<file path="config.mk">
export PLATFORM = sky130hd
export DESIGN_NAME = serial_relay_tap_commander_flat
export DESIGN_NICKNAME = d
export VERILOG_FILES = /design/src/srtc_pkg.sv /design/src/srtc_if.sv /design/src/srtc_line.sv /design/src/serial_relay_tap_commander.sv /design/src/flat_wrapper.sv
export SDC_FILE = /design/constraint.sdc
export NUM_CORES = 1
export LEC_CHECK = 0
export CORE_MARGIN = 2
export CORE_UTILIZATION = 55
export DETAILED_ROUTE_END_ITERATION = 7
export DONT_BUFFER_PORTS = 1
export PLACE_DENSITY_LB_ADDON = 0.12
export SKIP_CTS_REPAIR_TIMING = 1
export SLEW_MARGIN = 20
export SYNTH_ARGS = -nofsm -noshare
export SYNTH_HDL_FRONTEND = slang
export SYNTH_HIERARCHICAL = 1
export SYNTH_SLANG_ARGS = --single-unit
</file>
<file path="constraint.sdc">
create_clock -name clk -period 10.9 [get_ports clk]
set_input_delay 2.18 -clock clk [delete_from_list [all_inputs] [get_ports clk]]
set_output_delay 2.18 -clock clk [all_outputs]
set_load 0.05 [all_outputs]
</file>
<file path="src/srtc_pkg.sv">
// Shared constants, types and functions of the serial relay and tap commander.
package srtc_pkg;

  localparam int LINE_MAX = 128;
  localparam int LEN_W = 8;
  localparam int PAT_W = 14;
  localparam int CFG_IDX_W = 8;
  localparam int CFG_DATA_W = 16;

  localparam logic [7:0] NL_BYTE = 8'd10;
  localparam logic [7:0] CH_0 = 8'h30;
  localparam logic [7:0] CH_1 = 8'h31;
  localparam logic [7:0] CH_2 = 8'h32;
  localparam logic [7:0] CH_5 = 8'h35;
  localparam logic [7:0] CH_6 = 8'h36;
  localparam logic [7:0] CH_7 = 8'h37;
  localparam logic [7:0] CH_8 = 8'h38;
  localparam logic [7:0] CH_M = 8'h4D;

  localparam logic [3:0] CODE_NONE = 4'd0;
  localparam logic [3:0] CODE_RELAY_LAST = 4'd12;
  localparam logic [3:0] CODE_M0 = 4'd13;
  localparam logic [3:0] CODE_M1 = 4'd14;
  localparam logic [3:0] CODE_NOT_FOUND = 4'd15;

  localparam logic OP_BYTE = 1'b0;
  localparam logic OP_TICK = 1'b1;

  localparam logic [CFG_IDX_W-1:0] REG_PULSE_TICKS = CFG_IDX_W'(0);
  localparam logic [CFG_IDX_W-1:0] REG_POSITION_MAX = CFG_IDX_W'(1);

  localparam logic [15:0] PULSE_TICKS_RST = 16'd100;
  localparam logic [7:0] POSITION_MAX_RST = 8'd90;

  typedef enum logic [2:0] {
    DIR_NONE = 3'b001,
    DIR_DOWN = 3'b010,
    DIR_UP   = 3'b100
  } dir_t;

  typedef struct packed {
    logic byte_en;
    logic line_end;
  } line_ctrl_t;

  // Relay slot for the third character of a relay pattern; bit 3 flags a hit.
  function automatic logic [3:0] relay_slot(input logic [7:0] c);
    logic [3:0] s;
    case (c)
      CH_1: s = 4'b1000;
      CH_2: s = 4'b1001;
      CH_5: s = 4'b1010;
      CH_6: s = 4'b1011;
      CH_7: s = 4'b1100;
      CH_8: s = 4'b1101;
      default: s = 4'b0000;
    endcase
    return s;
  endfunction

  // Lowest set pattern bit wins.
  function automatic logic [3:0] first_code(input logic [PAT_W-1:0] pat);
    logic [3:0] code;
    code = CODE_NOT_FOUND;
    for (int k = PAT_W - 1; k >= 0; k--) begin
      if (pat[k]) begin
        code = 4'(k + 1);
      end
    end
    return code;
  endfunction

endpackage

</file>
<file path="src/srtc_if.sv">
// Request channel interfaces: input, result and configuration write.
interface srtc_in_if;
  logic       valid;
  logic       ready;
  logic       operation;
  logic [7:0] rx_byte;
  modport source (output valid, output operation, output rx_byte, input ready);
  modport sink (input valid, input operation, input rx_byte, output ready);
endinterface

interface srtc_out_if;
  logic       valid;
  logic       ready;
  logic [5:0] relays;
  logic       lower_drive;
  logic       raise_drive;
  logic [7:0] tap_position;
  logic [3:0] command_code;
  modport source (output valid, output relays, output lower_drive, output raise_drive,
                  output tap_position, output command_code, input ready);
  modport sink (input valid, input relays, input lower_drive, input raise_drive,
                input tap_position, input command_code, output ready);
endinterface

interface srtc_cfg_if;
  import srtc_pkg::*;
  logic                  valid;
  logic                  ready;
  logic [CFG_IDX_W-1:0]  index;
  logic [CFG_DATA_W-1:0] data;
  modport source (output valid, output index, output data, input ready);
  modport sink (input valid, input index, input data, output ready);
endinterface

</file>
<file path="src/srtc_line.sv">
// Line scanner: two-byte window, length count and pattern flags of the current line.
module srtc_line (
  input  logic                       clk,
  input  logic                       rst_n,
  input  srtc_pkg::line_ctrl_t       ctrl,
  input  logic [7:0]                 rx_byte,
  output logic [srtc_pkg::PAT_W-1:0] pattern
);
  import srtc_pkg::*;

  logic [7:0]       last_r, last_nxt;
  logic [7:0]       second_r, second_nxt;
  logic [PAT_W-1:0] pat_r, pat_nxt;
  logic [LEN_W-1:0] len_r, len_nxt;
  logic             term_r, term_nxt;
  logic [3:0]       slot;
  logic [3:0]       bit_idx;

  always_comb begin
    last_nxt   = last_r;
    second_nxt = second_r;
    pat_nxt    = pat_r;
    len_nxt    = len_r;
    term_nxt   = term_r;
    slot       = relay_slot(rx_byte);
    bit_idx    = {slot[2:0], (second_r == CH_1)};
    if (ctrl.line_end) begin
      last_nxt   = '0;
      second_nxt = '0;
      pat_nxt    = '0;
      len_nxt    = '0;
      term_nxt   = 1'b0;
    end else if (ctrl.byte_en && (len_r < LEN_W'(LINE_MAX))) begin
      len_nxt = len_r + LEN_W'(1);
      if (!term_r) begin
        if (rx_byte == 8'd0) begin
          term_nxt = 1'b1;
        end else begin
          if (slot[3] && (last_r == CH_0) && ((second_r == CH_0) || (second_r == CH_1))) begin
            pat_nxt[bit_idx] = 1'b1;
          end
          if ((last_r == CH_M) && (rx_byte == CH_0)) begin
            pat_nxt[CODE_M0 - 4'd1] = 1'b1;
          end
          if ((last_r == CH_M) && (rx_byte == CH_1)) begin
            pat_nxt[CODE_M1 - 4'd1] = 1'b1;
          end
          second_nxt = last_r;
          last_nxt   = rx_byte;
        end
      end
    end
  end

  always_ff @(posedge clk) begin
    if (!rst_n) begin
      last_r   <= '0;
      second_r <= '0;
      pat_r    <= '0;
      len_r    <= '0;
      term_r   <= 1'b0;
    end else begin
      last_r   <= last_nxt;
      second_r <= second_nxt;
      pat_r    <= pat_nxt;
      len_r    <= len_nxt;
      term_r   <= term_nxt;
    end
  end

  assign pattern = pat_r;

endmodule

</file>
<file path="src/serial_relay_tap_commander.sv">
// Serial relay and tap commander top level.
// Each request is either a received byte (operation 0) or a time tick (operation 1), and every
// request yields exactly one result: relay bits, lower/raise drive, tap position and a command
// code. A request goes through the state update into the result register, so one request is
// accepted per clock while the result register is empty or being drained. Byte 10 ends a line
// and acts on the pattern with the lowest code seen in it (relay 00x/10x, then M0, then M1).
// Ticks time the tap move pulse of pulse_ticks ticks; the position changes as the pulse ends.
// Configuration writes are always accepted and should be issued only while the block is idle.
module serial_relay_tap_commander (
  input logic        clk,
  input logic        rst_n,
  srtc_in_if.sink    in_ch,
  srtc_out_if.source out_ch,
  srtc_cfg_if.sink   cfg_ch
);
  import srtc_pkg::*;

  logic [15:0] pulse_ticks_r;
  logic [7:0]  position_max_r;

  logic [5:0]  relay_r, relay_nxt;
  logic [7:0]  pos_r, pos_nxt;
  logic        down_pend_r, down_pend_nxt;
  logic        up_pend_r, up_pend_nxt;
  logic [15:0] rem_r, rem_nxt;
  logic [15:0] rem_dec;
  dir_t        dir_r, dir_nxt;

  logic        out_valid_r, out_valid_nxt;
  logic [5:0]  out_relays_r;
  logic        out_lower_r;
  logic        out_raise_r;
  logic [7:0]  out_pos_r;
  logic [3:0]  out_code_r;
  logic [3:0]  code_nxt;
  logic [3:0]  line_code;
  logic [2:0]  relay_bit;

  logic             in_acc;
  line_ctrl_t       line_ctrl;
  logic [PAT_W-1:0] pattern;

  assign in_ch.ready = !out_valid_r || out_ch.ready;
  assign in_acc      = in_ch.valid && in_ch.ready;
  assign cfg_ch.ready = 1'b1;

  assign line_ctrl.line_end = in_acc && (in_ch.operation == OP_BYTE) && (in_ch.rx_byte == NL_BYTE);
  assign line_ctrl.byte_en  = in_acc && (in_ch.operation == OP_BYTE) && (in_ch.rx_byte != NL_BYTE);

  srtc_line u_line (
    .clk     (clk),
    .rst_n   (rst_n),
    .ctrl    (line_ctrl),
    .rx_byte (in_ch.rx_byte),
    .pattern (pattern)
  );

  assign line_code = first_code(pattern);
  assign relay_bit = 3'((line_code - 4'd1) >> 1);
  assign rem_dec   = rem_r - {15'd0, (rem_r != 16'd0)};

  always_comb begin
    relay_nxt     = relay_r;
    pos_nxt       = pos_r;
    down_pend_nxt = down_pend_r;
    up_pend_nxt   = up_pend_r;
    rem_nxt       = rem_r;
    dir_nxt       = dir_r;
    code_nxt      = CODE_NONE;
    if (in_acc && (in_ch.operation == OP_TICK)) begin
      if (dir_r != DIR_NONE) begin
        rem_nxt = rem_dec;
        if (rem_dec == 16'd0) begin
          if (dir_r == DIR_DOWN) begin
            if (pos_r != 8'd0) pos_nxt = pos_r - 8'd1;
            down_pend_nxt = 1'b0;
          end else begin
            if (pos_r < position_max_r) pos_nxt = pos_r + 8'd1;
            up_pend_nxt = 1'b0;
          end
          dir_nxt = DIR_NONE;
        end
      end else if (down_pend_r && (pos_r != 8'd0)) begin
        dir_nxt = DIR_DOWN;
        rem_nxt = (pulse_ticks_r != 16'd0) ? pulse_ticks_r : 16'd1;
      end else if (up_pend_r && (pos_r < position_max_r)) begin
        dir_nxt = DIR_UP;
        rem_nxt = (pulse_ticks_r != 16'd0) ? pulse_ticks_r : 16'd1;
      end
    end else if (line_ctrl.line_end) begin
      code_nxt = line_code;
      if (line_code <= CODE_RELAY_LAST) begin
        relay_nxt[relay_bit] = !line_code[0];
      end else if (line_code == CODE_M0) begin
        if (pos_r != 8'd0) down_pend_nxt = 1'b1;
      end else if (line_code == CODE_M1) begin
        if (pos_r < position_max_r) up_pend_nxt = 1'b1;
      end
    end
  end

  always_comb begin
    out_valid_nxt = out_valid_r;
    if (in_acc) begin
      out_valid_nxt = 1'b1;
    end else if (out_ch.ready) begin
      out_valid_nxt = 1'b0;
    end
  end

  always_ff @(posedge clk) begin
    if (!rst_n) begin
      pulse_ticks_r  <= PULSE_TICKS_RST;
      position_max_r <= POSITION_MAX_RST;
    end else if (cfg_ch.valid) begin
      if (cfg_ch.index == REG_PULSE_TICKS) begin
        pulse_ticks_r <= cfg_ch.data;
      end else if (cfg_ch.index == REG_POSITION_MAX) begin
        position_max_r <= cfg_ch.data[7:0];
      end
    end
  end

  always_ff @(posedge clk) begin
    if (!rst_n) begin
      relay_r     <= '0;
      pos_r       <= '0;
      down_pend_r <= 1'b0;
      up_pend_r   <= 1'b0;
      rem_r       <= '0;
      dir_r       <= DIR_NONE;
      out_valid_r <= 1'b0;
    end else begin
      relay_r     <= relay_nxt;
      pos_r       <= pos_nxt;
      down_pend_r <= down_pend_nxt;
      up_pend_r   <= up_pend_nxt;
      rem_r       <= rem_nxt;
      dir_r       <= dir_nxt;
      out_valid_r <= out_valid_nxt;
    end
  end

  always_ff @(posedge clk) begin
    if (in_acc) begin
      out_relays_r <= relay_nxt;
      out_lower_r  <= (dir_nxt == DIR_DOWN);
      out_raise_r  <= (dir_nxt == DIR_UP);
      out_pos_r    <= pos_nxt;
      out_code_r   <= code_nxt;
    end
  end

  assign out_ch.valid        = out_valid_r;
  assign out_ch.relays       = out_relays_r;
  assign out_ch.lower_drive  = out_lower_r;
  assign out_ch.raise_drive  = out_raise_r;
  assign out_ch.tap_position = out_pos_r;
  assign out_ch.command_code = out_code_r;

`ifndef SYNTH
  a_line_end_code: assert property (@(posedge clk) disable iff (!rst_n)
    line_ctrl.line_end |=> (out_valid_r && (out_code_r != CODE_NONE)))
    else $error("line end gave no command code");

  a_tick_no_code: assert property (@(posedge clk) disable iff (!rst_n)
    (in_acc && (in_ch.operation == OP_TICK)) |=> (out_valid_r && (out_code_r == CODE_NONE)))
    else $error("tick gave a command code");

  a_drive_excl: assert property (@(posedge clk) disable iff (!rst_n)
    out_valid_r |-> !(out_lower_r && out_raise_r))
    else $error("both drives active");
`endif

endmodule
</file>
<file path="src/flat_wrapper.sv">
// flat-port wrapper written by rule: the top's interface ports become plain ports
module serial_relay_tap_commander_flat import srtc_pkg::*;
  (clk, rst_n, in_ch_valid, in_ch_operation, in_ch_rx_byte, in_ch_ready, out_ch_valid, out_ch_relays, out_ch_lower_drive, out_ch_raise_drive, out_ch_tap_position, out_ch_command_code, out_ch_ready, cfg_ch_valid, cfg_ch_index, cfg_ch_data, cfg_ch_ready);
  srtc_in_if in_ch_i ();
  srtc_out_if out_ch_i ();
  srtc_cfg_if cfg_ch_i ();
  input logic clk;
  input logic rst_n;
  input wire logic [$bits(in_ch_i.valid)-1:0] in_ch_valid;
  input wire logic [$bits(in_ch_i.operation)-1:0] in_ch_operation;
  input wire logic [$bits(in_ch_i.rx_byte)-1:0] in_ch_rx_byte;
  output wire logic [$bits(in_ch_i.ready)-1:0] in_ch_ready;
  output wire logic [$bits(out_ch_i.valid)-1:0] out_ch_valid;
  output wire logic [$bits(out_ch_i.relays)-1:0] out_ch_relays;
  output wire logic [$bits(out_ch_i.lower_drive)-1:0] out_ch_lower_drive;
  output wire logic [$bits(out_ch_i.raise_drive)-1:0] out_ch_raise_drive;
  output wire logic [$bits(out_ch_i.tap_position)-1:0] out_ch_tap_position;
  output wire logic [$bits(out_ch_i.command_code)-1:0] out_ch_command_code;
  input wire logic [$bits(out_ch_i.ready)-1:0] out_ch_ready;
  input wire logic [$bits(cfg_ch_i.valid)-1:0] cfg_ch_valid;
  input wire logic [$bits(cfg_ch_i.index)-1:0] cfg_ch_index;
  input wire logic [$bits(cfg_ch_i.data)-1:0] cfg_ch_data;
  output wire logic [$bits(cfg_ch_i.ready)-1:0] cfg_ch_ready;
  assign in_ch_i.valid = in_ch_valid;
  assign in_ch_i.operation = in_ch_operation;
  assign in_ch_i.rx_byte = in_ch_rx_byte;
  assign in_ch_ready = in_ch_i.ready;
  assign out_ch_valid = out_ch_i.valid;
  assign out_ch_relays = out_ch_i.relays;
  assign out_ch_lower_drive = out_ch_i.lower_drive;
  assign out_ch_raise_drive = out_ch_i.raise_drive;
  assign out_ch_tap_position = out_ch_i.tap_position;
  assign out_ch_command_code = out_ch_i.command_code;
  assign out_ch_i.ready = out_ch_ready;
  assign cfg_ch_i.valid = cfg_ch_valid;
  assign cfg_ch_i.index = cfg_ch_index;
  assign cfg_ch_i.data = cfg_ch_data;
  assign cfg_ch_ready = cfg_ch_i.ready;
  serial_relay_tap_commander u_core (.clk(clk), .rst_n(rst_n), .in_ch(in_ch_i), .out_ch(out_ch_i), .cfg_ch(cfg_ch_i));
endmodule
</file>
==> out/results.ini <==
[synthesis]
synth_area_leader_cell = dfxtp_1
synth_top_area_share_pct = 31.8
ys_ff_latch = 119
seq_area_frac_synth_pct = 41.4
synth_area_sq_um = 6230
syn_nets = 745
synth_area_leaders = dfxtp_1 (32%), edfxtp_1 (9.6%), mux2i_1 (7.5%)
ys_warn_count = 6
synthArstFlopShare_pct = 0
syn_avg_cell_area_sq_um = 9.02
synth.distinct_cells = 80
synth_edf_count = 20
dominantRegCellSynth = dfxtp_1
synth_cells = 691

[critical_path]
timing.rr.end = u_core/out_ch.tap_position[6]
worstReg2RegStart = u_core/rem_r[9]
r2r_cells = 13
path_cells = nand2b_1
critPathTopFamily = simple AND/OR/NAND/NOR gates
critPathLaunch = out_ch_ready
worst_ep_arrival_time_ns = 2.73
worstSetupPathType = input pin to output port
max_stage_delay_ns = 0.55
cp-end-kind = output port
critPathMaxFanout = 5
r2r_slack_ns = 6.23
critPathRequiredTime_ns = 8.72
path_buf_inv = 0
cpMaxStageDelayCell = nand2b_1
worstSetupStartpointType = input pin

[pwr]
pwr_density_cell_nw_per_um2 = 149
swShare_pct = 22.2
switchingPower_uw = 227
total_power_uw = 1020
pwr-share-comb_pct = 2.6
internal_power_uw = 796
p_leak_uw = 0.00272
pwr-share-clk_pct = 51.4
p_seq_share_pct = 46.0
ir_drop_v = 0.000106

[worst_hold_path]
holdPathEnd = u_core/relay_r[1]
hp-class = flop to flop
holdPathStages = 2
holdCritStartpoint = u_core/relay_r[1]

[timing]
rsz0062_at_grt = false
maxSlewViolCount = 0
fin_crit_sh_pct = 45.0
fin_crit_ns = 4.91
fin_setup_tns_ns = 0
clock-skew-final_ns = 0.00985
hold_violations = 0
setup_violations = 0
relSlewSlack_pct = 28.9
max_freq_mhz = 204
worstMarginPinSlew_ns = 1.06

[global_route]
grt_pass1_wl_um = 24200
gr-usage-met2_pct = 39.2
grtUsageMet3_pct = 7.68
grt_use_met1_pct = 30.0
top_usage_layer = met2
grtUsageTotal_pct = 24.3
grt_antenna_before_repair = 0
grt-ovfl-total = 0
grt_pass1_vias = 5015
grt_max_degree = 39

[clock_tree]
clk_pin_slew_ns = 0.05
cts_tree = yes
ctsRootBufferMaster = clkbuf_16
clock_latency_ns = 0.42
clkSinkCount = 119
h-tree-depth = 4
clockBufferDepth = 2
cts_buffers = 17

[placed_design]
portBuffers = 0
hpwlAfterDp_um = 9930
gp_congestion = 0.893

[drt]
firstDrtPassIters = 7
drc = 0
drt.antenna.violating_nets = 0
wl_um = 14300
num_vias = 5064
post_drt_wl_per_cell_um = 17.2
avgViaCountPerCell = 6.08
drtIter0Drc = 301

[status]
status = finished clean

[die]
core_sq_um = 10900
fp-row-count = 38
dieHeight_um = 110
die_area_sq_um = 12200
initial_core_util_pct = 57.0
fp.dieW_um = 110
io_pins = 61

[layout]
drive_above_1_share_pct = 9.38
fin_nets = 734
utilization_pct = 62.6
final_common_cell = dfxtp_1
fill_cells = 945
syn_to_final_growth_pct = 9.85
diodes = 0
layout_common_cells = dfxtp_1 (99), nor2_1 (83), nand2_1 (69), mux2i_1 (47), a21oi_1 (30)

[job]
cap_violations = 0

-- worst max path at each step --
| stage | end | slack (ns) | depth (start not counted) |
|---|---|---|---|
| 6_report | in_ch_ready | 5.99 | 1 |
| 5_1_grt | u_core/out_ch.tap_position[6] | 5.76 | 12 |
| 4_1_cts | in_ch_ready | 6.00 | 1 |
| 3_5_place_dp | u_core/out_ch.tap_position[6] | 5.73 | 7 |
| 3_3_place_gp | u_core/out_ch.tap_position[6] | 5.85 | 7 |
| 2_1_floorplan | in_ch_ready | 6.07 | 1 |
-- final cells by class --
type / count / area [sq um] / area share (%)
Sequential cell: 119 / 2580 / 37.7
Timing Repair Buffer: 6 / 45.0 / 0.658
Clock buffer: 26 / 531 / 7.75
Inverter: 22 / 82.6 / 1.21
Multi-Input combinational cell: 514 / 3400 / 49.6
Clock inverter: 6 / 37.5 / 0.548
Tap cell: 140 / 175 / 2.56
-- cells by family after synthesis --
family          count (synthesis)  synth area share [%]
mux                            52                  8.45
simple gates                  292                  25.1
fa+ha+maj                      16                  3.21
other cells                     1                0.0601
flops                         119                  41.4
buf+inv                        58                  4.11
xor+xnor                       18                  2.53
compound gates                135                  15.1
-- sequential cells by signal, indices dropped and copies added, names as in the netlist, 3 cells and up --
signal and cells:
u_core/rem_r 16, u_core/relay_r 6, u_core/pulse_ticks_r 16, u_core/u_line/last_r 8
u_core/dir_r 3, u_core/u_line/second_r 8, u_core/position_max_r 8, u_core/out_ch.relays 6
u_core/u_line/pattern 14, u_core/pos_r 8, u_core/out_ch.tap_position 8, u_core/u_line/len_r 8
u_core/out_ch.command_code 4
-- synth_stat cells (all sizes together) (12+ instances only) --
library cell / count
a21oi: 30
a31oi: 12
buf: 12
clkbuf: 24
dfxtp: 99
edfxtp: 20
ha: 16
inv: 22
mux2i: 47
nand2: 70
nor2: 83
nor3: 21
nor4: 21
o21ai: 24
-- per-stage QoR --
| stage | setup WS [ns] | hold WS [ns] | cell area [sq um] | std cells |
|---|---|---|---|---|
| floorplan | 6.07 | 0.432 | 6230 | 691 |
| finish | 5.99 | 0.460 | 6850 | 833 |
| global route | 5.76 | 0.463 | 6850 | 833 |
| global placement | 5.85 | 0.439 | 6280 | 801 |
| CTS | 6.00 | 0.455 | 6850 | 833 |
| detailed placement | 5.73 | 0.448 | 6280 | 801 |
-- layer usage --
layer | part of all wire (%) | wire [um]
met2 | 47 | 6650
met1 | 46 | 6510
met4 | 1.8 | 251
met3 | 6.1 | 876
met5 | 0 | 0
-- power by group through the flow --
stage | combinational, uW | clock [uW] | sequential [uW]
5_1_grt | 29.6 | 557 | 471
3_3_place_gp | 25.9 | 0 | 479
6_report | 27.0 | 526 | 470
4_1_cts | 27.0 | 536 | 470
2_1_floorplan | 25.0 | 0 | 478
3_5_place_dp | 26.6 | 0 | 479
Power figures use the tool's default switching activity.
